==> config.mk <==
export PLATFORM = sky130hd
export DESIGN_NAME = rpc_jobq
export DESIGN_NICKNAME = d
export VERILOG_FILES = /design/src/hdl/rpc_pkg.sv /design/src/hdl/rpc_jobq.sv
export SDC_FILE = /design/constraint.sdc
export NUM_CORES = 1
export LEC_CHECK = 0
export ABC_AREA = 1
export BUFFER_PORTS_ARGS = -buffer_cell sky130_fd_sc_hd__buf_2
export CORE_MARGIN = 2
export CORE_UTILIZATION = 25
export CTS_CLUSTER_SIZE = 28
export DETAILED_ROUTE_END_ITERATION = 8
export HOLD_SLACK_MARGIN = 0.06
export PLACE_DENSITY = 0.44
export RECOVER_POWER = 100
export SYNTH_ARGS = -nofsm -noshare
export SYNTH_HDL_FRONTEND = slang
export SYNTH_SLANG_ARGS = --single-unit
==> constraint.sdc <==
create_clock -name clk -period 3.2 [get_ports clk]
set_clock_uncertainty 0.2 [all_clocks]
set_input_delay 0.8 -clock clk [delete_from_list [all_inputs] [get_ports clk]]
set_output_delay 0.8 -clock clk [all_outputs]
set_load 0.02 [all_outputs]
==> src/hdl/rpc_pkg.sv <==
// shared types and constants for the packet classifier
package rpc_pkg;

  localparam int MAX_PAYLOAD_DEF = 2048;
  localparam int OFS_W = 17;

  localparam logic [1:0] VERDICT_UNDECIDED = 2'd0;
  localparam logic [1:0] VERDICT_DETECTED  = 2'd1;
  localparam logic [1:0] VERDICT_EXCLUDED  = 2'd2;

  localparam logic REG_MAX_VER = 1'b0;
  localparam logic REG_MAX_MTU = 1'b1;

  // one finished packet waiting for the back end
  typedef struct packed {
    logic [10:0]      len;
    logic             udp;
    logic [7:0]       count;
    logic [OFS_W-1:0] npos;
  } job_t;

endpackage

==> src/hdl/rpc_jobq.sv <==
// two-entry queue of finished packets, one store bank per entry
module rpc_jobq import rpc_pkg::*; (
  input  logic clk,
  input  logic rst,
  input  logic push,
  input  job_t push_job,
  input  logic pop,
  output logic full,
  output logic nonempty,
  output logic wr_ptr,
  output logic rd_ptr,
  output job_t head
);

  job_t       q [2];
  logic [1:0] fill;

  assign full     = fill == 2'd2;
  assign nonempty = fill != 2'd0;
  assign head     = q[rd_ptr];

  always_ff @(posedge clk) begin
    if (rst) begin
      fill   <= '0;
      wr_ptr <= 1'b0;
      rd_ptr <= 1'b0;
    end else begin
      if (push) wr_ptr <= !wr_ptr;
      if (pop)  rd_ptr <= !rd_ptr;
      fill <= fill + 2'(push) - 2'(pop);
    end
  end

  always_ff @(posedge clk) begin
    if (push) q[wr_ptr] <= push_job;
  end

  assert property (@(posedge clk) disable iff (rst) fill <= 2'd2)
    else $error("job queue overfilled");
  assert property (@(posedge clk) disable iff (rst) (fill == 2'd0) |-> (wr_ptr == rd_ptr))
    else $error("empty queue with split pointers");

endmodule

# Word-level counts from Yosys, hierarchy flattened
# Memories as Yosys holds them, arrays and structs flattened. A register that Yosys moved wholly into a read port is not among the register bits.
# Cells that the tools add are included.
[classes]
add_sub_neg = 2
n_mux = 4
n_reduce_logical = 3
eq_ne = 1
[ops]
columns = ["operator", "n"]
rows = [
  ["two-way mux 1 bit", 4],
  ["adder 2 x 1 -> 2 bit", 1],
  ["== test 2 bit, second input constant", 1],
  ["zero test 1 bit", 2],
  ["nonzero test 2 bit", 1],
  ["subtractor 2 x 1 -> 2 bit", 1],
]
[totals]
n_memories = 1
in_bits = 41
elab_cells = 14
output_inout_bits = 41
regBits = 4
ram_bits = 74
[mem_list]
columns = ["memory", "words", "width", "rd", "rd_ports_with_merged_regs", "write_ports", "line_no", "text"]
rows = [
  ["q", 2, 37, 1, 1, 1, "rpc_jobq.sv:15", "job_t q [2];"],
]

# Logic depth before layout (Yosys ltp)
[depth]
ltp_word = 3
mapped_depth = 7

# Worst setup path after synthesis
# OpenSTA, ideal clock, no wires.
[synth_path]
path_kind = "input -> register"
start = "input push"
end = "memory q[0][0] in the netlist's numbering (enable)"
arrival_time_ns = 2.398
path_slack_ns = 0.170
cell_stages = 2
required_time_ns = 2.568
cell_sequence = "inv_1 -> nor2_1"
[synth_between]
elab_chain_cells = 2
[synth_lines]
columns = ["element", "line_no", "text"]
rows = [
  ["start, declared", "rpc_jobq.sv:5", "input logic push,"],
  ["two-way mux 1 bit", "rpc_jobq.sv:35", "if (push) q[wr_ptr] <= push_job;"],
  ["two-way mux 1 bit (not written as such)", "rpc_jobq.sv:35", ""],
  ["end, declared", "rpc_jobq.sv:15", ""],
]
# Every way passes these cells.

==> reports/metrics.csv <==
stage,metric,value,unit
critical_path,Setup CP Type,register to output port,
logic_synthesis,Synthesized Nets,189,
detailed_routing,via count,1493,
global_route,gr ovfl total,0,
detailed_routing,Routed WL per cell,14.2,µm
cts,later-pin clock latency in the skew report,0.32,ns
global_route,largest net degree at the start of global routing,38,
logic_synthesis,synth unique cells,14,
place,# port buffers,81,
power,switching share of total power,0.218,
logic_synthesis,cells after synthesis,146,
logic_synthesis,register area share after synthesis,0.762,
global_route,antenna violations before repair,0,
power,leakage power,0.00142,µW
power,VDD IR max,0.000216,V
cts,clock root cell,clkbuf_16,
critical_path,Critical Path RT,2.20,ns
timing,relative slew slack,0.243,
logic_synthesis,#FFs+latches synth,79,
finish,design area,3850,µm²
finish,# fillers,1185,
global_route,number of global-route vias before repair,1500,
timing,final setup vio count,0,
power,Seq pwr share,0.456,
run,max cap viols,0,
timing,Final Hold Viols,0,
cts,CTS Sinks,79,
power,sw power,577,µW
power,Logic pwr share,0.114,
detailed_routing,Via-to-Cell Ratio,3.84,
place,GPL Wtd Cong,0.640,
cts,H-tree levels,3,
finish,fin util,0.322,
timing,unrepaired setup endpoints after global routing,false,
power,Clock power frac,0.430,
floorplan,Site Rows,40,
cts,Max Buffers Root-to-Sink,2,
critical_path,crit start category,register,
timing,Max Slew Vio Count,0,
critical_path,critical path endpoint category,output port,
detailed_routing,WL final,5510,µm
detailed_routing,Pre-Repair DR Iteration Count,3,
detailed_routing,number of routed nets with antenna violations,0,
place,placed instance area,3630,µm²
power,PwrDens,688,nW/µm²
cts,Post-CTS Hold Buffers,0,
status,status,completed,
critical_path,Critical Path AT,1.50,ns
global_route,GRT Total Usage,0.0872,
cts,CTS tree,built,
hold_path,type of the worst min-delay path,register to register,
power,P_int,2080,µW
finish,Diodes inserted,0,
timing,setup_tns,0,ns
logic_synthesis,Avg Synthesized Cell Area,20.9,µm²
place,DP HPWL,3500,µm
cts,clk slew on worst S/H paths,0.05,ns
cts,post-CTS setup buffer count,0,
floorplan,I/O pins,82,
timing,highest clock rate,400,MHz
detailed_routing,initial drt markers,62,
logic_synthesis,Synthesis Warnings,0,
detailed_routing,# DRC,0,
cts,# resized after CTS,0,
critical_path,crit path max fanout,37,
logic_synthesis,"area leader, netlist",edfxtp_1,
finish,Post-layout nets,280,
power,Tot Pwr,2650,µW
timing,Worst Tran Pin Value,1.13,ns
floorplan,Initial Util,0.255,
global_route,first-pass GRT wire length,8070,µm
logic_synthesis,top-area cell type share of the netlist area,0.729,
finish,area grow syn2layout,26.4,%
timing,fin crit period,2.50,ns
finish,layout cells sized above 1,0.331,
timing,Final period util,0.781,
floorplan,Die Y,114,µm
floorplan,Die Span X,114,µm
cts,Num CTS Buffers,9,
floorplan,core area,12000,µm²
floorplan,Die ar.,13100,µm²
logic_synthesis,dominant cells by area after synthesis,"edfxtp_1 73%, mux2_4 15%, dfxtp_1 3.3%",
logic_synthesis,netlist area before placement,3050,µm²
through the flow:
stage                     cells  hold slack, ns  setup WS [ns]
final                       389           0.338          0.700
after global routing        389           0.370          0.602
after CTS                   389           0.343          0.682
after detailed placement    373           0.321           1.04
after global placement      373           0.327           1.05
after floorplan             146           0.320          0.170
Yosys cell counts:
cell	number
nor3_1	1
buf_12	3
buf_6	1
nor2_1	7
nand3_1	1
mux2_4	30
a21oi_1	1
mux2_2	7
xnor2_1	1
ha_1	2
nand2_1	5
inv_1	8
edfxtp_1	74
dfxtp_1	5
layout make-up:
type / count / area (µm²) / share of cell area
sequential: 79 / 2320 / 0.603
multi-input combinational: 55 / 586 / 0.152
timing repair buffer: 84 / 393 / 0.102
clock buffer: 10 / 229 / 0.0594
tap: 147 / 184 / 0.0477
clock inverter: 6 / 108 / 0.0279
inverter: 8 / 30.0 / 0.00779
placed cells by master (no fill, tap or decap), drive strengths merged:
cell type,synthesis,layout
nor2,7,7
xnor2,1,1
mux2,37,37
nor3,1,1
dfxtp,5,5
inv,8,9
nand2,5,5
clkbuf,0,57
clkinv,0,2
ha,2,2
a21oi,1,1
nand3,1,1
buf,4,37
edfxtp,74,74
bufinv,0,3
worst max-delay path, cell delays in order (launching register included):
cell and delay, ns:
dfxtp_2 0.33, buf_12 0.24, mux2_1 0.38, buf_2 0.17
flip-flops by register name (all words and copies together) (netlist names), named ones only:
name    count
wr_ptr      1
rd_ptr      1
q          74
fill        2
metal layers:
metal	global-route usage	vias up	share of wire
met3	0.0402	8	0.064
met4	0.0439	0	0.020
met5	0	-	0
met1	0.105	696	0.46
li1	-	732	-
met2	0.131	57	0.46
kinds of logic (layout without fill, tap and decap cells):
family	after synthesis	in the layout	synth area share
and+or+nand+nor	14	14	0.0181
buffers and inverters	12	108	0.0333
DFF	79	79	0.762
adders and majority gates	2	2	0.00821
AOI/OAI and AO/OA	1	1	0.00164
muxes	37	37	0.174
xor gates and xnor gates	1	1	0.00288
worst paths after layout:
path | startpoint | cells past startpoint | end | slack, ns
max | register | 3 | head[21] | 0.70
min | rd_ptr$_SDFFE_PP0P_ | 2 | rd_ptr$_SDFFE_PP0P_ | 0.34
max reg2reg | wr_ptr$_SDFFE_PP0P_ | 3 | q[1][35]$_DFFE_PP_ | 1.04
min reg2reg | rd_ptr$_SDFFE_PP0P_ | 2 | rd_ptr$_SDFFE_PP0P_ | 0.34
power groups by stage:
stage | Combinational, µW | Clock [µW] | Sequential (µW)
6_report | 301 | 1140 | 1210
3_5_place_dp | 340 | 0 | 1230
5_1_grt | 328 | 1220 | 1220
3_3_place_gp | 338 | 0 | 1230
4_1_cts | 340 | 1180 | 1210
2_1_floorplan | 232 | 0 | 1230
Note: power is estimated with default switching activity, not from simulation.
