--- src/hdl/rpc_pkg.sv ---
// shared types and constants for the packet classifier
package rpc_pkg;

  localparam int MAX_PAYLOAD_DEF = 2048;
  localparam int OFS_W = 17;

  localparam logic [1:0] VERDICT_UNDECIDED = 2'd0;
  localparam logic [1:0] VERDICT_DETECTED  = 2'd1;
  localparam logic [1:0] VERDICT_EXCLUDED  = 2'd2;

  localparam logic REG_MAX_VER = 1'b0;
  localparam logic REG_MAX_MTU = 1'b1;

  // one finished packet waiting for the back end
  typedef struct packed {
    logic [10:0]      len;
    logic             udp;
    logic [7:0]       count;
    logic [OFS_W-1:0] npos;
  } job_t;

endpackage

--- src/hdl/rpc_back.sv ---
// packet judgement sequencer reading the packet store
module rpc_back import rpc_pkg::*; #(
  parameter int MAX_PAYLOAD = MAX_PAYLOAD_DEF
) (
  input  logic                           clk,
  input  logic                           rst,
  input  logic                           job_valid,
  input  job_t                           job,
  output logic                           pop,
  output logic                           rd_en,
  output logic [$clog2(MAX_PAYLOAD)-1:0] rd_addr,
  input  logic [7:0]                     rd_data,
  input  logic [7:0]                     max_protocol_version,
  input  logic [15:0]                    max_mtu,
  output logic                           out_valid,
  input  logic                           out_ready,
  output logic [1:0]                     verdict
);

  localparam int AW = $clog2(MAX_PAYLOAD);

  localparam logic [3:0] P_IDLE = 4'd0;
  localparam logic [3:0] P_OP   = 4'd1;
  localparam logic [3:0] P_VER  = 4'd2;
  localparam logic [3:0] P_MTUS = 4'd3;
  localparam logic [3:0] P_IP   = 4'd4;
  localparam logic [3:0] P_WHI  = 4'd5;
  localparam logic [3:0] P_WLO  = 4'd6;
  localparam logic [3:0] P_ADR  = 4'd7;
  localparam logic [3:0] P_ACK  = 4'd8;
  localparam logic [3:0] P_FSF  = 4'd9;

  localparam logic [1:0] W_MTU   = 2'd0;
  localparam logic [1:0] W_MOTD  = 2'd1;
  localparam logic [1:0] W_TOTAL = 2'd2;
  localparam logic [1:0] W_SIZE  = 2'd3;

  logic [3:0]       phase, phase_next;
  logic [1:0]       purpose, purpose_next;
  logic [3:0]       need, need_next;
  logic [7:0]       field_hi, field_hi_next;
  logic [OFS_W-1:0] pos, pos_next;
  logic [15:0]      record_total, record_total_next;
  logic [15:0]      record_done, record_done_next;
  logic [7:0]       flags, flags_next;
  logic [3:0]       iter, iter_next;
  logic [OFS_W-1:0] last_addr;
  logic             rok;

  logic             issue;
  logic [OFS_W-1:0] iaddr;
  logic             fin;
  logic [1:0]       fin_v;
  logic [7:0]       byte_v;
  logic [15:0]      word;
  logic [OFS_W-1:0] len17;
  logic [OFS_W-1:0] step;
  logic [OFS_W-1:0] span;
  logic [15:0]      done_inc;
  logic [2:0]       rel;
  logic             start;

  assign byte_v  = rok ? rd_data : 8'd0;
  assign word    = {field_hi, byte_v};
  assign len17   = OFS_W'(job.len);
  assign rd_en   = issue;
  assign rd_addr = iaddr[AW-1:0];
  assign pop     = fin;
  assign start   = (phase == P_IDLE) && job_valid && (!out_valid || out_ready);
  assign rel     = flags[7:5];

  function automatic logic [1:0] by_count(input logic [7:0] cnt, input logic [3:0] thr);
    by_count = (cnt < {4'd0, thr}) ? VERDICT_UNDECIDED : VERDICT_DETECTED;
  endfunction

  always_comb begin
    phase_next        = phase;
    purpose_next      = purpose;
    need_next         = need;
    field_hi_next     = field_hi;
    pos_next          = pos;
    record_total_next = record_total;
    record_done_next  = record_done;
    flags_next        = flags;
    iter_next         = iter;
    issue             = 1'b0;
    iaddr             = '0;
    fin               = 1'b0;
    fin_v             = VERDICT_EXCLUDED;
    step              = '0;
    span              = '0;
    done_inc          = record_done + 16'd1;
    case (phase)
      P_IDLE: begin
        if (start) begin
          if (!job.udp || job.len < 11'd7) begin
            fin = 1'b1;
          end else begin
            issue      = 1'b1;
            phase_next = P_OP;
          end
        end
      end
      P_OP: begin
        case (byte_v)
          8'h00: begin
            fin = 1'b1;
            if (job.len == 11'd8) fin_v = by_count(job.count, 4'd6);
          end
          8'h01, 8'h02: begin
            fin = 1'b1;
            if (job.len == 11'd32) fin_v = by_count(job.count, 4'd6);
          end
          8'h03, 8'h09: begin
            fin = 1'b1;
            if (job.len == 11'd16) fin_v = by_count(job.count, 4'd6);
          end
          8'h05, 8'h19: begin
            if ((byte_v == 8'h05) ? (job.len < 11'd18) : (job.len != 11'd25)) begin
              fin = 1'b1;
            end else begin
              need_next  = (byte_v == 8'h05) ? 4'd6 : 4'd3;
              issue      = 1'b1;
              iaddr      = OFS_W'(17);
              phase_next = P_VER;
            end
          end
          8'h06: begin
            if (job.len != 11'd28) begin
              fin = 1'b1;
            end else begin
              need_next  = 4'd4;
              issue      = 1'b1;
              iaddr      = OFS_W'(25);
              phase_next = P_MTUS;
            end
          end
          8'h07, 8'h08: begin
            if ((byte_v == 8'h07) ? (job.len != 11'd34) : (job.len != 11'd35)) begin
              fin = 1'b1;
            end else begin
              need_next  = 4'd3;
              pos_next   = (byte_v == 8'h07) ? OFS_W'(20) : OFS_W'(28);
              issue      = 1'b1;
              iaddr      = (byte_v == 8'h07) ? OFS_W'(17) : OFS_W'(25);
              phase_next = P_IP;
            end
          end
          8'h10, 8'h13: begin
            // first address sits on the opcode, so it never adds a span
            pos_next   = (byte_v == 8'h10) ? OFS_W'(6) : OFS_W'(4);
            iter_next  = '0;
            issue      = 1'b1;
            iaddr      = (byte_v == 8'h10) ? OFS_W'(6) : OFS_W'(4);
            phase_next = P_ADR;
          end
          8'h15, 8'hfe: begin
            fin   = 1'b1;
            fin_v = by_count(job.count, 4'd8);
          end
          8'h1c: begin
            if (job.len < 11'd35) begin
              fin = 1'b1;
            end else begin
              purpose_next = W_MOTD;
              issue        = 1'b1;
              iaddr        = OFS_W'(33);
              phase_next   = P_WHI;
            end
          end
          8'ha0, 8'hc0: begin
            purpose_next = W_TOTAL;
            issue        = 1'b1;
            iaddr        = OFS_W'(1);
            phase_next   = P_WHI;
          end
          default: begin
            if (byte_v >= 8'h80 && byte_v <= 8'h8d) begin
              pos_next   = OFS_W'(4);
              issue      = 1'b1;
              iaddr      = OFS_W'(4);
              phase_next = P_FSF;
            end else begin
              fin = 1'b1;
            end
          end
        endcase
      end
      P_VER: begin
        fin = 1'b1;
        if (byte_v <= max_protocol_version) fin_v = by_count(job.count, need);
      end
      P_MTUS: begin
        if (byte_v > 8'd1) begin
          fin = 1'b1;
        end else begin
          purpose_next = W_MTU;
          issue        = 1'b1;
          iaddr        = OFS_W'(26);
          phase_next   = P_WHI;
        end
      end
      P_IP: begin
        if (byte_v == 8'h04 || byte_v == 8'h06) begin
          purpose_next = W_MTU;
          issue        = 1'b1;
          iaddr        = pos + ((byte_v == 8'h04) ? OFS_W'(4) : OFS_W'(16));
          phase_next   = P_WHI;
        end else begin
          fin = 1'b1;
        end
      end
      P_WHI: begin
        field_hi_next = byte_v;
        issue         = 1'b1;
        iaddr         = last_addr + OFS_W'(1);
        phase_next    = P_WLO;
      end
      P_WLO: begin
        case (purpose)
          W_MTU: begin
            fin = 1'b1;
            if (word <= max_mtu) fin_v = by_count(job.count, need);
          end
          W_MOTD: begin
            fin = 1'b1;
            if (word != 16'd0 && OFS_W'(word) + OFS_W'(35) == len17)
              fin_v = by_count(job.count, 4'd3);
          end
          W_TOTAL: begin
            record_total_next = word;
            record_done_next  = '0;
            pos_next          = OFS_W'(3);
            issue             = 1'b1;
            iaddr             = OFS_W'(3);
            phase_next        = P_ACK;
          end
          default: begin
            // frame header: size in bits, reliability-dependent extras
            if (word[15:3] == 13'd0) begin
              fin = 1'b1;
            end else begin
              if (rel >= 3'd2 && rel <= 3'd4) step = step + OFS_W'(3);
              if (rel == 3'd1 || rel == 3'd4) step = step + OFS_W'(3);
              if (rel == 3'd3 || rel == 3'd7) step = step + OFS_W'(4);
              if (flags[4]) step = step + OFS_W'(10);
              step = pos + step + OFS_W'(word[15:3]) + OFS_W'(3);
              if (step + OFS_W'(3) <= len17) begin
                pos_next   = step;
                issue      = 1'b1;
                iaddr      = step;
                phase_next = P_FSF;
              end else begin
                fin = 1'b1;
                if (step == len17) fin_v = VERDICT_DETECTED;
              end
            end
          end
        endcase
      end
      P_ADR: begin
        if (pos + OFS_W'(1) < len17) begin
          if (byte_v == 8'h04) span = OFS_W'(4);
          else if (byte_v == 8'h06) span = OFS_W'(16);
        end
        step      = pos + OFS_W'(3) + span;
        iter_next = iter + 4'd1;
        pos_next  = step;
        if (iter == 4'd9) begin
          fin = 1'b1;
          if (step + OFS_W'(16) == len17) fin_v = by_count(job.count, 4'd3);
        end else begin
          issue = 1'b1;
          iaddr = step;
        end
      end
      P_ACK: begin
        if (byte_v == 8'h00 || byte_v == 8'h01) begin
          step             = pos + ((byte_v == 8'h00) ? OFS_W'(7) : OFS_W'(4));
          pos_next         = step;
          record_done_next = done_inc;
          if (done_inc < record_total && step + OFS_W'(4) <= len17) begin
            issue = 1'b1;
            iaddr = step;
          end else begin
            fin = 1'b1;
            if (done_inc == record_total && step == len17) fin_v = VERDICT_DETECTED;
          end
        end else begin
          fin = 1'b1;
        end
      end
      P_FSF: begin
        flags_next = byte_v;
        if (byte_v[3:0] != 4'd0) begin
          fin = 1'b1;
        end else begin
          purpose_next = W_SIZE;
          issue        = 1'b1;
          iaddr        = pos + OFS_W'(1);
          phase_next   = P_WHI;
        end
      end
      default: begin
        phase_next = P_IDLE;
      end
    endcase
    if (fin) phase_next = P_IDLE;
  end

  always_ff @(posedge clk) begin
    if (rst) begin
      phase     <= P_IDLE;
      out_valid <= 1'b0;
    end else begin
      phase <= phase_next;
      if (fin)            out_valid <= 1'b1;
      else if (out_ready) out_valid <= 1'b0;
    end
  end

  always_ff @(posedge clk) begin
    purpose      <= purpose_next;
    need         <= need_next;
    field_hi     <= field_hi_next;
    pos          <= pos_next;
    record_total <= record_total_next;
    record_done  <= record_done_next;
    flags        <= flags_next;
    iter         <= iter_next;
    if (fin) verdict <= fin_v;
    if (issue) begin
      last_addr <= iaddr;
      rok       <= (iaddr < job.npos) && (iaddr < len17);
    end
  end

  assert property (@(posedge clk) disable iff (rst) (phase != P_IDLE) |-> job_valid)
    else $error("sequencer busy without a queued packet");
  assert property (@(posedge clk) disable iff (rst) fin |-> (!out_valid || out_ready))
    else $error("verdict produced over an untaken one");
  assert property (@(posedge clk) disable iff (rst) out_valid |-> (verdict != 2'd3))
    else $error("illegal verdict code");

endmodule

--- config.mk ---
export PLATFORM = sky130hd
export DESIGN_NAME = rpc_back
export DESIGN_NICKNAME = d
export VERILOG_FILES = /design/src/hdl/rpc_pkg.sv /design/src/hdl/rpc_back.sv
export SDC_FILE = /design/constraint.sdc
export NUM_CORES = 1
export LEC_CHECK = 0
export BUFFER_PORTS_ARGS = -buffer_cell sky130_fd_sc_hd__buf_2
export CORE_ASPECT_RATIO = 2
export CORE_MARGIN = 3
export CORE_UTILIZATION = 60
export DETAILED_ROUTE_END_ITERATION = 16
export PLACE_DENSITY_LB_ADDON = 0.15
export SYNTH_ARGS = -nofsm -noshare
export SYNTH_HDL_FRONTEND = slang
export SYNTH_SLANG_ARGS = --single-unit
--- constraint.sdc ---
create_clock -name clk -period 22.4 [get_ports clk]
set_input_delay 4.48 -clock clk [delete_from_list [all_inputs] [get_ports clk]]
set_output_delay 4.48 -clock clk [all_outputs]
set_load 0.01 [all_outputs]
### Yosys cells after proc, flatten, opt, wreduce, memory -nomap -nowiden

Cells that the tools add are included.

| cells by class | value |
|---|---|
| $add $sub $neg | 18 |
| order comparisons | 20 |
| equal/unequal tests | 68 |
| mux-type cells | 142 |
| bitwise gates (word level) | 1 |
| reductions and logical operators | 49 |

Operators with widths:

| kind | count |
|---|---|
| two-way mux 17 bit | 28 |
| one-hot mux 17 bit (8 select lines) | 1 |
| two-way mux 4 bit | 18 |
| adder 17 x 2 -> 17 bit, second input constant | 4 |
| == test 17 x 11 -> 1 bit | 4 |
| one-hot mux 17 bit (2 select lines) | 2 |
| one-hot mux 17 bit (4 select lines) | 1 |
| one-hot mux 17 bit (3 select lines) | 1 |
| two-way mux 2 bit | 21 |
| one-hot mux 6 bit (7 select lines) | 1 |
| == test 8 x 5 -> 1 bit, second input constant | 5 |
| two-way mux 5 bit | 8 |
| two-way mux 1 bit | 38 |
| adder 17 x 1 -> 17 bit, second input constant | 2 |
| adder 17 bit | 2 |
| adder 17 x 3 -> 17 bit, second input constant | 2 |
| <= comparator 17 x 11 -> 1 bit | 2 |
| < comparator 17 x 11 -> 1 bit | 2 |
| == test 8 x 3 -> 1 bit, second input constant | 4 |
| two-way mux 16 bit | 2 |
| one-hot mux 16 bit (2 select lines) | 1 |
| one-hot mux 4 bit (8 select lines) | 1 |
| inequality test 2 bit, second input constant | 14 |
| one-hot mux 4 bit (7 select lines) | 1 |
| other kinds (81) | 133 |

| word-level totals | value |
|---|---|
| register bits after elaboration | 100 |
| input port bits | 73 |
| output and inout bits | 16 |
| word-level logic and storage cells | 311 |

### Logic depth before layout (Yosys ltp)

Gate-level depths: netlist of the first run.

| depth | value |
|---|---|
| depth in word-level cells | 32 |
| gate-level depth with buffers | 39 |
| mapped depth without buffers | 37 |

### Least setup slack after synthesis of the first run

OpenSTA, ideal clock, no wires.

| timing | value |
|---|---|
| path kind | in2out |
| start | input port rd_data[4] |
| end | output port rd_addr[7] |
| arrival | 10.501 ns |
| required time | 17.920 ns |
| slack | 7.419 ns |
| cell stages on the path | 27 |
| buffers on the path | 5 |
| cells stage by stage | clkbuf_1 or4_1 clkbuf_1 nand2_1 nand3_1 inv_1 ha_1 a211oi_1 clkbuf_1 xnor2_1 ha_1 nand2_1 a2111oi_0 and2_1 nor2_1 ha_1 and3_1 nand3_1 o31a_1 a2111oi_0 nor4b_1 nand3_1 or3_1 clkbuf_1 o21ai_0 a31o_1 buf_4 |

| between the ends | value |
|---|---|
| word-level cells in the longest chain between the ends | 10 |
| elaborated cells on any way between the ends | 32 |
| classes of those cells | add/sub (7); order compare (2); eq/ne (3); mux (15); reduce/logical (5) |

Ends and longest elaborated chain:

| item | RTL line | source |
|---|---|---|
| from (decl) | rpc_back.sv:12 | `input logic [7:0] rd_data,` |
| two-way mux 8 bit (*) | rpc_back.sv:63 | `assign byte_v = rok ? rd_data : 8'd0;` |
| parallel branches: the longest is 8 deep, another holds adder 17 x 13 -> 17 bit | -- |  |
| one-hot mux 17 bit (8 select lines) (*) | rpc_back.sv:93 | `case (phase)` |
| to (decl) | rpc_back.sv:11 | `output logic [$clog2(MAX_PAYLOAD)-1:0] rd_addr,` |

Every way passes the cells marked *. The select of a mux whose other input is x is not followed.

### Worst setup path after layout of the first run

| timing | value |
|---|---|
| start | input port rd_data[4] |
| end | output port rd_en |

| between the ends | value |
|---|---|
| word-level cells in the longest chain between the ends | 10 |
| elaborated cells on any way between the ends | 53 |
| classes of those cells | add/sub (5); order compare (5); eq/ne (17); mux (16); reduce/logical (10) |

Ends and longest elaborated chain:

| item | RTL line | source |
|---|---|---|
| two-way mux 8 bit (*) | rpc_back.sv:63 |  |
| parallel branches: the longest is 8 deep, another holds adder 17 x 13 -> 17 bit | -- |  |
| one-hot mux 1 bit (9 select lines) (*) | rpc_back.sv:93 |  |
| to (decl) | rpc_back.sv:10 | `output logic rd_en,` |

Every way passes the cells marked *.

==> metrics.md, run 1 <==
| Metric | Value |
|---|---|
| Fillers | `1932` |
| Hold depth | `2` |
| P_sw | `0.300 mW` |
| Ant. Diodes | `0` |
| Core Area | `21200 um2` |
| Wire per inst | `25.2 um` |
| Max transition margin | `22.3%` |
| Initial antenna violation count | `0` |
| Crit path launch type | `primary input` |
| Vias per std cell | `6.96` |
| R2r endpoint | `rok` |
| Final nets | `1896` |
| Commonest cells after routing, fill and taps aside | `161 x ha_1, 136 x nand2_1, 126 x inv_1, 111 x nor2_1, 96 x xnor2_1` |
| Fin crit period | `16.30 ns` |
| Setup violators final | `0` |
| Share of layout cells above drive strength 1 | `8.80%` |
| Detailed Place HPWL | `38700 um` |
| Synth Area in Compound Gates | `20.9%` |
| Max VDD drop | `46.3 uV` |
| Seq cells post-synth | `95` |
| Clk_lat worst skew | `0.38 ns` |
| Slowest-stage cell, CP | `a2111oi_0` |
| RePlAce Congestion | `1.03` |
| Slew Viols, Final | `0` |
| Number of flops mapped to enable cells by yosys | `90` |
| Fmax | `61.3 MHz` |
| R2R cell count | `31` |
| Design internal power | `0.419 mW` |
| Cts bufs inserted | `9` |
| Chip height | `214 um` |
| H-tree depth | `3` |
| Worst r2r src | `rok` |
| Postcts setup bufs | `0` |
| Rows | `75` |
| Max incr delay on CP | `0.97 ns` |
| CTS tree | `built` |
| First-pass GRT wire length | `72500 um` |
| GR Overflow Total | `0` |
| Area Overhead vs Synth | `6.39%` |
| Netlist cell types | `89` |
| Proportion of synthesized area in mux cells | `0.806%` |
| Period utilization | `72.8%` |
| Synth warn | `0` |
| Post-Synth XOR/XNOR Area | `10.1%` |
| Root buffer cell | `clkbuf_16` |
| Clock transition at path regs | `0.07 ns` |
| Switching fraction of total power | `41.7%` |
| Slew at the pin closest to its max-slew limit | `1.16 ns` |
| Flop pwr share | `31.8%` |
| Cells after Synth | `1625` |
| Routed WL | `48600 um` |
| GRT Total Usage | `41.0%` |
| Fin Hold WS | `0.532 ns` |
| Critical Path AT | `11.82 ns` |
| Pleak | `5.83 nW` |
| Vias | `13400` |
| Initial core utilization | `61.5%` |
| Syn nets | `1866` |
| Clock skew | `0.0191 ns` |
| Resize count post-CTS | `0` |
| R2R setup slack | `12.26 ns` |
| Min-delay src | `out_valid` |
| Antenna viol nets, final | `0` |
| Longest Clk Path Bufs | `2` |
| Max Cap Violations | `0` |
| Register area share after synthesis | `21.5%` |
| Synth Area in Adders | `16.5%` |
| Die width | `110 um` |
| Residual DRC | `0` |
| Main synth FF type | `edfxtp_1` |
| Sink Count | `95` |
| Asr flop ratio synth | `0%` |
| Clock network power share | `23.0%` |
| Hold Violations, Final | `0` |
| Mean Syn Cell Area | `8.02 um2` |
| Mapped Area | `13000 um2` |
| Hold worst-path end | `out_valid` |
| Ports | `89` |
| Simple-gate portion of the synthesized area | `23.7%` |
| TNS Setup | `0 ns` |
| Largest family of logic cells by synthesized area | `simple AND/OR/NAND/NOR gates` |
| Largest net degree at the start of global routing | `28` |
| Highest fanout seen on the critical path | `19` |
| Die area | `23600 um2` |
| Most common cell after layout, fill and taps aside | `ha_1` |
| Iter 0 DRT Violations | `1332` |
| Setup crit end kind | `primary output` |
| RSZ-0062 raised after global routing | `no` |
| Buffers on Ports | `88` |
| WS Path Type | `primary input to primary output` |
| CTS Hold Bufs | `0` |
| Logic pwr share | `45.3%` |
| Status | `finished clean` |
| Vias in the first global route | `13200` |
| Power Dens Cells | `51.9 nW/um2` |
| HP Class | `register to register` |
| Worst path required time | `17.92 ns` |
| 1st-pass router iterations | `7` |
worst max-delay path by stage:
stage,start,to,slack (ns)
4_1_cts,rd_data[4],rd_en,6.29
2_1_floorplan,rd_data[4],rd_addr[7],7.42
6_report,rd_data[4],rd_en,6.10
3_5_place_dp,rd_data[4],rd_en,6.33
3_3_place_gp,rd_data[4],rd_en,6.59
5_1_grt,rd_data[4],rd_en,5.72
cells by family (layout without fill, tap and decap cells):
kind of cell,after synthesis,after routing
AOI/OAI and AO/OA,397,397
muxes,10,10
xor gates and xnor gates,149,149
DFF,95,95
buffers and inverters,210,245
adders and majority gates,168,168
and+or+nand+nor,596,596
registers in the layout, indices dropped and copies added, names as in the netlist:
| register | count |
|---|---|
| purpose | 2 |
| out_valid | 1 |
| last_addr | 17 |
| iter | 4 |
| pos | 17 |
| record_total | 16 |
| verdict | 2 |
| record_done | 16 |
| phase | 4 |
| rok | 1 |
| flags | 4 |
| field_hi | 8 |
| need | 3 |
routing by layer:
layer	wire length, um	track usage [%]	share of wire [%]
met1	15800	42.6	32
met2	23900	68.7	49
met3	3890	7.74	8.0
met4	4970	34.5	10
met5	0	0	0
stage by stage:
step                instances  utilization [%]  instance area, um2  worst slack [ns]  power [mW]
finish                   1929             65.4               13900              6.10       0.720
CTS                      1929             65.4               13900              6.29       0.710
global route             1929             65.4               13900              5.72       0.755
global placement         1913             63.9               13600              6.59       0.541
detailed placement       1913             63.9               13600              6.33       0.546
floorplan                1625                -               13000              7.42       0.454
cell type report:
type	instances	area (um2)	area share, %
multi-input cells	1320	9410	67.8
flip-flops and latches	95	2800	20.2
repair buffers	99	523	3.77
inverters	130	488	3.52
well taps	269	337	2.43
clock buffers	15	300	2.17
clock inverters	1	7.51	0.0541
cell usage after synthesis, drive strengths merged (19+ instances only):
cell type / number / area share, %
inv: 127 / 3.7
o211ai: 22 / 1.3
nand2b: 21 / 1.0
nand4: 48 / 2.3
nor2: 111 / 3.2
nand3: 65 / 2.5
a21oi: 83 / 3.2
xor2: 52 / 3.5
nand2: 136 / 3.9
ha: 161 / 15
nor4: 30 / 1.4
nor3: 48 / 1.8
nor2b: 19 / 0.91
o21a: 25 / 1.4
o21ai: 83 / 3.2
and2: 31 / 1.5
a211oi: 25 / 1.5
xnor2: 97 / 6.6
buf: 19 / 0.94
clkbuf: 61 / 1.8
edfxtp: 90 / 21
critical path, delay by kind of cell:
| family | cells | cell delay (ns) |
|---|---|---|
| buffers and inverters | 4 | 0.81 |
| adders and majority gates | 3 | 0.84 |
| and+or+nand+nor | 13 | 3.56 |
| xor gates and xnor gates | 1 | 0.24 |
| AOI/OAI and AO/OA | 4 | 1.84 |
power by group through the flow:
stage / registers (mW) / clock network [mW] / logic [mW]
3_3_place_gp: 0.230 / 0 / 0.311
3_5_place_dp: 0.230 / 0 / 0.316
4_1_cts: 0.227 / 0.166 / 0.318
5_1_grt: 0.228 / 0.171 / 0.355
2_1_floorplan: 0.217 / 0 / 0.237
6_report: 0.229 / 0.165 / 0.326
Power figures use the tool's default switching activity.
==> inputs of run 2 (changes only) <==
--- a/config.mk
+++ b/config.mk
@@ -5,10 +5,11 @@
 export SDC_FILE = /design/constraint.sdc
 export NUM_CORES = 1
 export LEC_CHECK = 0
+export ABC_AREA = 1
 export BUFFER_PORTS_ARGS = -buffer_cell sky130_fd_sc_hd__buf_2
 export CORE_ASPECT_RATIO = 2
 export CORE_MARGIN = 3
-export CORE_UTILIZATION = 60
+export CORE_UTILIZATION = 57
 export DETAILED_ROUTE_END_ITERATION = 16
 export PLACE_DENSITY_LB_ADDON = 0.15
 export SYNTH_ARGS = -nofsm -noshare
==> constraint.sdc (replaced) <==
create_clock -name clk -period 13.58 [get_ports clk]
set_input_delay 2.716 -clock clk [delete_from_list [all_inputs] [get_ports clk]]
set_output_delay 2.716 -clock clk [all_outputs]
set_load 0.01 [all_outputs]
==> run 2 against run 1 <==
Compared with the run above:
- the run now ends with capacitance limit, slew limit left
- flip-flop and latch count did not move
- core utilization shrank 3.1 points
- via count is 9.3% higher
- global-route usage rose by 0.64 points
- register-to-register slack got worse by 6.9 ns
- critical path depth is 6 higher
- cell count grew 23%
==> metrics.md, run 2 <==
| Metric | Value |
|---|---|
| Status | `complete, but fails checks` |
| Violated checks | `capacitance limit, slew limit` |
| Chip height | `224 um` |
| Vias | `14700` |
| Vias per std cell | `6.16` |
| Vias in the first global route | `14600` |
| Number of flops mapped to enable cells by yosys | `90` |
| Crit path launch type | `primary input` |
| 1st-pass router iterations | `6` |
| Fin crit period | `11.22 ns` |
| Syn nets | `2264` |
| Highest fanout seen on the critical path | `7` |
| Largest net degree at the start of global routing | `33` |
| Routed WL | `53500 um` |
| GR Util met2 | `71.0%` |
| Die width | `115 um` |
| TNS Setup | `0 ns` |
| Setup violators final | `0` |
| Clock transition at path regs | `0.07 ns` |
| Postcts setup bufs | `0` |
| Critical Path AT | `8.50 ns` |
| Logic pwr share | `70.2%` |
| GR Overflow Total | `0` |
| Detailed Place HPWL | `44100 um` |
| CTS tree | `built` |
| First-pass GRT wire length | `80100 um` |
| Core Area | `23300 um2` |
| Max Cap Violations | `1` |
| Most common cell after layout, fill and taps aside | `nand2_1` |
| Initial core utilization | `58.1%` |
| Register area share after synthesis | `20.7%` |
| Rows | `79` |
| Die area | `25800 um2` |
| Synth warn | `0` |
| Longest Clk Path Bufs | `2` |
| GRT met1 Usage | `41.0%` |
| GRT Max-Usage Layer | `met2` |
| Setup crit end kind | `primary output` |
| Slowest-stage cell, CP | `a21oi_1` |
| Fmax | `89.1 MHz` |
| Max incr delay on CP | `0.62 ns` |
| Top-count cell post-synth | `nand2_1` |
| Power Dens Cells | `177 nW/um2` |
| Ranking of synthesized cells by area | `edfxtp_1 20%, ha_1 15%, nand2_1 13%` |
| Buffers on Ports | `88` |
| Switching fraction of total power | `57.4%` |
| Mapped Area | `13600 um2` |
| Initial antenna violation count | `1` |
| Hold Violations, Final | `0` |
| Netlist cell types | `69` |
| Resize count post-CTS | `0` |
| Share of layout cells above drive strength 1 | `10.0%` |
| Final nets | `2334` |
| R2R setup slack | `5.38 ns` |
| Top Registers | `last_addr: 17 flops, pos: 17 flops` |
| RePlAce Congestion | `1.17` |
| Met3 usage | `7.27%` |
| GRT Total Usage | `41.7%` |
| Slew Viols, Final | `1` |
| RSZ-0062 raised after global routing | `no` |
| Clock network power share | `11.0%` |
| Mean Syn Cell Area | `6.70 um2` |
| Commonest cells after routing, fill and taps aside | `452 x nand2_1, 346 x inv_1, 226 x nor2_1, 161 x ha_1, 126 x nand3_1` |
| Flop pwr share | `18.8%` |
| Area share of the largest cell type after synthesis | `19.9%` |
| WS Path Type | `primary input to primary output` |
| Dpl ws | `2.54 ns` |
| Max VDD drop | `155 uV` |
| CTS Hold Bufs | `0` |
| Asr flop ratio synth | `0%` |
| H-tree depth | `3` |
| Design internal power | `1.10 mW` |
| Worst path required time | `10.86 ns` |
| Seq cells post-synth | `95` |
| Cts bufs inserted | `9` |
| Post-route setup slack | `2.36 ns` |
| Post-route cell area | `14500 um2` |
| Total power | `2.58 mW` |
| P_sw | `1.48 mW` |
| Ports | `89` |
| Synth top cells by count | `452 x nand2_1, 346 x inv_1, 226 x nor2_1` |
| Period utilization | `82.6%` |
| Cell mode on critical path | `nand2_1` |
| Placed Area | `14200 um2` |
| Max transition margin | `-1.08%` |
| Iter 0 DRT Violations | `1436` |
| Slew at the pin closest to its max-slew limit | `1.48 ns` |
| Area leader, netlist | `edfxtp_1` |
| HP Class | `register to register` |
| Cells after Synth | `2023` |
| Sink Count | `95` |
| Pleak | `7.34 nW` |
| Residual DRC | `0` |
| Area Overhead vs Synth | `7.05%` |
| Antenna viol nets, final | `0` |
| Clk_lat worst skew | `0.40 ns` |
| Clock skew | `0.0156 ns` |
| Main synth FF type | `edfxtp_1` |
| Wire per inst | `22.5 um` |
| Root buffer cell | `clkbuf_16` |
==> run 2: area by class of cell <==
class / instances / area, um2
sequential: 95 / 2800
inverter: 366 / 1380
fill: 2284 / 8810
multi-input combinational: 1520 / 9140
clock buffer: 10 / 229
clock inverter: 5 / 73.8
timing repair buffer: 101 / 538
tap: 283 / 354
antenna: 1 / 2.50
==> run 2: through the flow <==
stage                     hold slack [ns]  utilization [%]  std cells
after floorplan                     0.506                -       2023
after global placement              0.575             60.9       2365
after detailed placement            0.592             60.9       2365
after CTS                           0.603             62.2       2380
after global routing                0.644             62.2       2381
final                               0.601             62.2       2381
==> run 2: cell families (layout without fill, tap and decap cells) <==
family	after synthesis	after routing	synth area share [%]
AND/OR/NAND/NOR	988	988	33.0
buffers and inverters	408	482	12.0
AO/OA/AOI/OAI	266	266	11.9
adder cells (fa/ha/maj)	168	168	15.9
XOR/XNOR	97	97	6.42
flip-flops	95	95	20.7
multiplexers	1	1	0.0738
other	0	1	0
==> run 2: layer usage <==
metal | part of all wire, % | wire [um] | up-vias
met3 | 6.9 | 3700 | 290
met5 | 0 | 0 | -
met1 | 32 | 17300 | 6767
met2 | 49 | 26300 | 781
met4 | 12 | 6210 | 0
li1 | - | - | 6826
==> run 2: worst max-delay path, delay by kind of cell <==
family                     cells  cell delay, ns
xor gates and xnor gates       1            0.16
AOI/OAI and AO/OA              3            0.93
buffers and inverters          5            0.63
adders and majority gates      4            1.11
and+or+nand+nor               18            2.94
==> run 2: power groups by stage <==
stage	clock network [mW]	logic, mW	registers [mW]
6_report	0.283	1.81	0.485
5_1_grt	0.289	1.99	0.489
4_1_cts	0.280	1.75	0.480
3_5_place_dp	0	1.73	0.486
3_3_place_gp	0	1.71	0.484
2_1_floorplan	0	1.30	0.430
==> run 2: path summary, 6_finish.rpt <==
kind / cells past startpoint / start / to
max: 31 / rd_data[0] / pop
min: 4 / phase[0] / phase[0]
max reg2reg: 42 / flags[7] / rok
min reg2reg: 4 / phase[0] / phase[0]
==> inputs of run 3 (changes only) <==
==> constraint.sdc (replaced) <==
create_clock -name clk -period 9.9 [get_ports clk]
set_input_delay 1.98 -clock clk [delete_from_list [all_inputs] [get_ports clk]]
set_output_delay 1.98 -clock clk [all_outputs]
set_load 0.01 [all_outputs]
==> run 3 against run 2 <==
Compared with the run above:
- the flow now finishes without violations
- core utilization rose by 0.55 points
- wire length fell by 1.6%
- via count shrank 1.0%
- cell count up 0.80%
- critical path type unchanged
- largest cell class unchanged
- highest routed layer unchanged
==> metrics.md, run 3 (synthesis results as in run 2) <==
| Metric | Value |
|---|---|
| Slowest-stage cell, CP | `fa_1` |
| Cell mode on critical path | `inv_1` |
| Design internal power | `1.49 mW` |
| Post-route cell area | `14600 um2` |
| R2R cell count | `42` |
| Sink Count | `95` |
| R2r endpoint | `rok` |
| Wire per inst | `21.9 um` |
| TNS Setup | `0 ns` |
| Residual DRC | `0` |
| Clock network power share | `10.3%` |
| RePlAce Congestion | `1.09` |
| Rows | `79` |
| Fin crit period | `9.44 ns` |
| Layout Cells excl Fill | `2400` |
| Hold Violations, Final | `0` |
| Detailed Place HPWL | `43900 um` |
| Fin Hold WS | `0.610 ns` |
| Die area | `25800 um2` |
| Clk_lat worst skew | `0.39 ns` |
| Area Overhead vs Synth | `8.00%` |
| H-tree depth | `3` |
| Longest Clk Path Bufs | `2` |
| Highest fanout seen on the critical path | `8` |
| Chip height | `224 um` |
| Most common cell after layout, fill and taps aside | `nand2_1` |
| Period utilization | `95.3%` |
| Placed Area | `14300 um2` |
| Hold depth | `4` |
| R2R setup slack | `1.64 ns` |
| Crit path launch type | `primary input` |
| Die width | `115 um` |
| Top Registers | `last_addr: 17 flops, pos: 17 flops` |
| Max incr delay on CP | `0.58 ns` |
| P_sw | `2.00 mW` |
| Clock skew | `0.0132 ns` |
| Power Dens Cells | `238 nW/um2` |
| Vias | `14500` |
| GR Overflow Total | `0` |
| Fmax | `106 MHz` |
| Resize count post-CTS | `0` |
| RSZ-0062 raised after global routing | `no` |
| GRT Total Usage | `40.7%` |
| Critical Path AT | `7.46 ns` |
| Initial core utilization | `58.1%` |
| Final core utilization | `62.8%` |
| CTS tree | `built` |
| CTS Hold Bufs | `0` |
| 1st-pass router iterations | `6` |
| Setup violators final | `0` |
| Core Area | `23300 um2` |
| Initial antenna violation count | `1` |
| Root buffer cell | `clkbuf_16` |
| Antenna viol nets, final | `0` |
| Commonest cells after routing, fill and taps aside | `452 x nand2_1, 346 x inv_1, 226 x nor2_1, 161 x ha_1, 126 x nand3_1` |
| Switching fraction of total power | `57.3%` |
| Vias per std cell | `6.05` |
| Clock transition at path regs | `0.07 ns` |
| Worst r2r src | `flags[6]` |
| Worst path required time | `7.92 ns` |
| Final nets | `2352` |
| Largest net degree at the start of global routing | `33` |
| Status | `finished clean` |
| Hold worst-path end | `phase[0]` |
| Pleak | `7.42 nW` |
| Flop pwr share | `18.9%` |
| Slew at the pin closest to its max-slew limit | `1.17 ns` |
| Max transition margin | `20.0%` |
| Ports | `89` |
| Vias in the first global route | `14100` |
| First-pass GRT wire length | `77900 um` |
| Min-delay src | `phase[0]` |
| HP Class | `register to register` |
| Setup crit end kind | `primary output` |
| Placed cells | `2383` |
| WS Path Type | `primary input to primary output` |
| Buffers on Ports | `88` |
| Max Cap Violations | `0` |
| Cts bufs inserted | `9` |
| Postcts setup bufs | `0` |
| Logic pwr share | `70.7%` |
| Routed WL | `52700 um` |
| Max VDD drop | `245 uV` |
| Slew Viols, Final | `0` |
| Share of layout cells above drive strength 1 | `10.9%` |
| Iter 0 DRT Violations | `1284` |
[run 3: per-layer routing]
layer | up-vias | track usage (%) | part of all wire (%)
li1 | 6851 | - | -
met1 | 6614 | 39.9 | 33
met2 | 765 | 69.6 | 49
met3 | 282 | 6.76 | 6.8
met4 | 0 | 39.2 | 12
met5 | - | 0 | 0
[run 3: power by group through the flow]
stage | registers, mW | clock network, mW | logic [mW]
after floorplan | 0.589 | 0 | 1.78
after global placement | 0.658 | 0 | 2.36
after detailed placement | 0.661 | 0 | 2.39
after CTS | 0.653 | 0.365 | 2.41
after global routing | 0.666 | 0.373 | 2.75
final | 0.659 | 0.361 | 2.47
[run 3: cell type report]
| class | instances | area, um2 |
|---|---|---|
| antenna | 1 | 2.50 |
| clock buffer | 12 | 268 |
| clock inverter | 4 | 28.8 |
| fill | 2313 | 8680 |
| inverter | 366 | 1380 |
| multi-input combinational | 1520 | 9140 |
| sequential | 95 | 2800 |
| tap | 283 | 354 |
| timing repair buffer | 119 | 673 |
[run 3: per-stage QoR]
step                      total power, mW  setup slack, ns
final                                3.49            0.465
after global routing                 3.79          0.00768
after CTS                            3.43            0.452
after detailed placement             3.05            0.461
after global placement               3.02            0.569
after floorplan                      2.37             1.36
[run 3: worst max-delay path, delay by kind of cell]
family	cells	cell delay, ns
xor gates and xnor gates	1	0.16
buffers and inverters	6	0.59
adders and majority gates	5	1.94
AOI/OAI and AO/OA	2	0.49
and+or+nand+nor	18	2.26
[run 3: worst max path at each step]
stage	to	slack [ns]	startpoint	cells past startpoint
5_1_grt	rd_addr[7]	0.008	rd_data[4]	32
2_1_floorplan	rd_en	1.36	rd_data[4]	30
4_1_cts	rd_addr[9]	0.45	rd_data[4]	32
3_5_place_dp	rd_addr[9]	0.46	rd_data[4]	32
3_3_place_gp	rd_addr[3]	0.57	rd_data[4]	32
6_report	rd_addr[5]	0.46	rd_data[4]	32
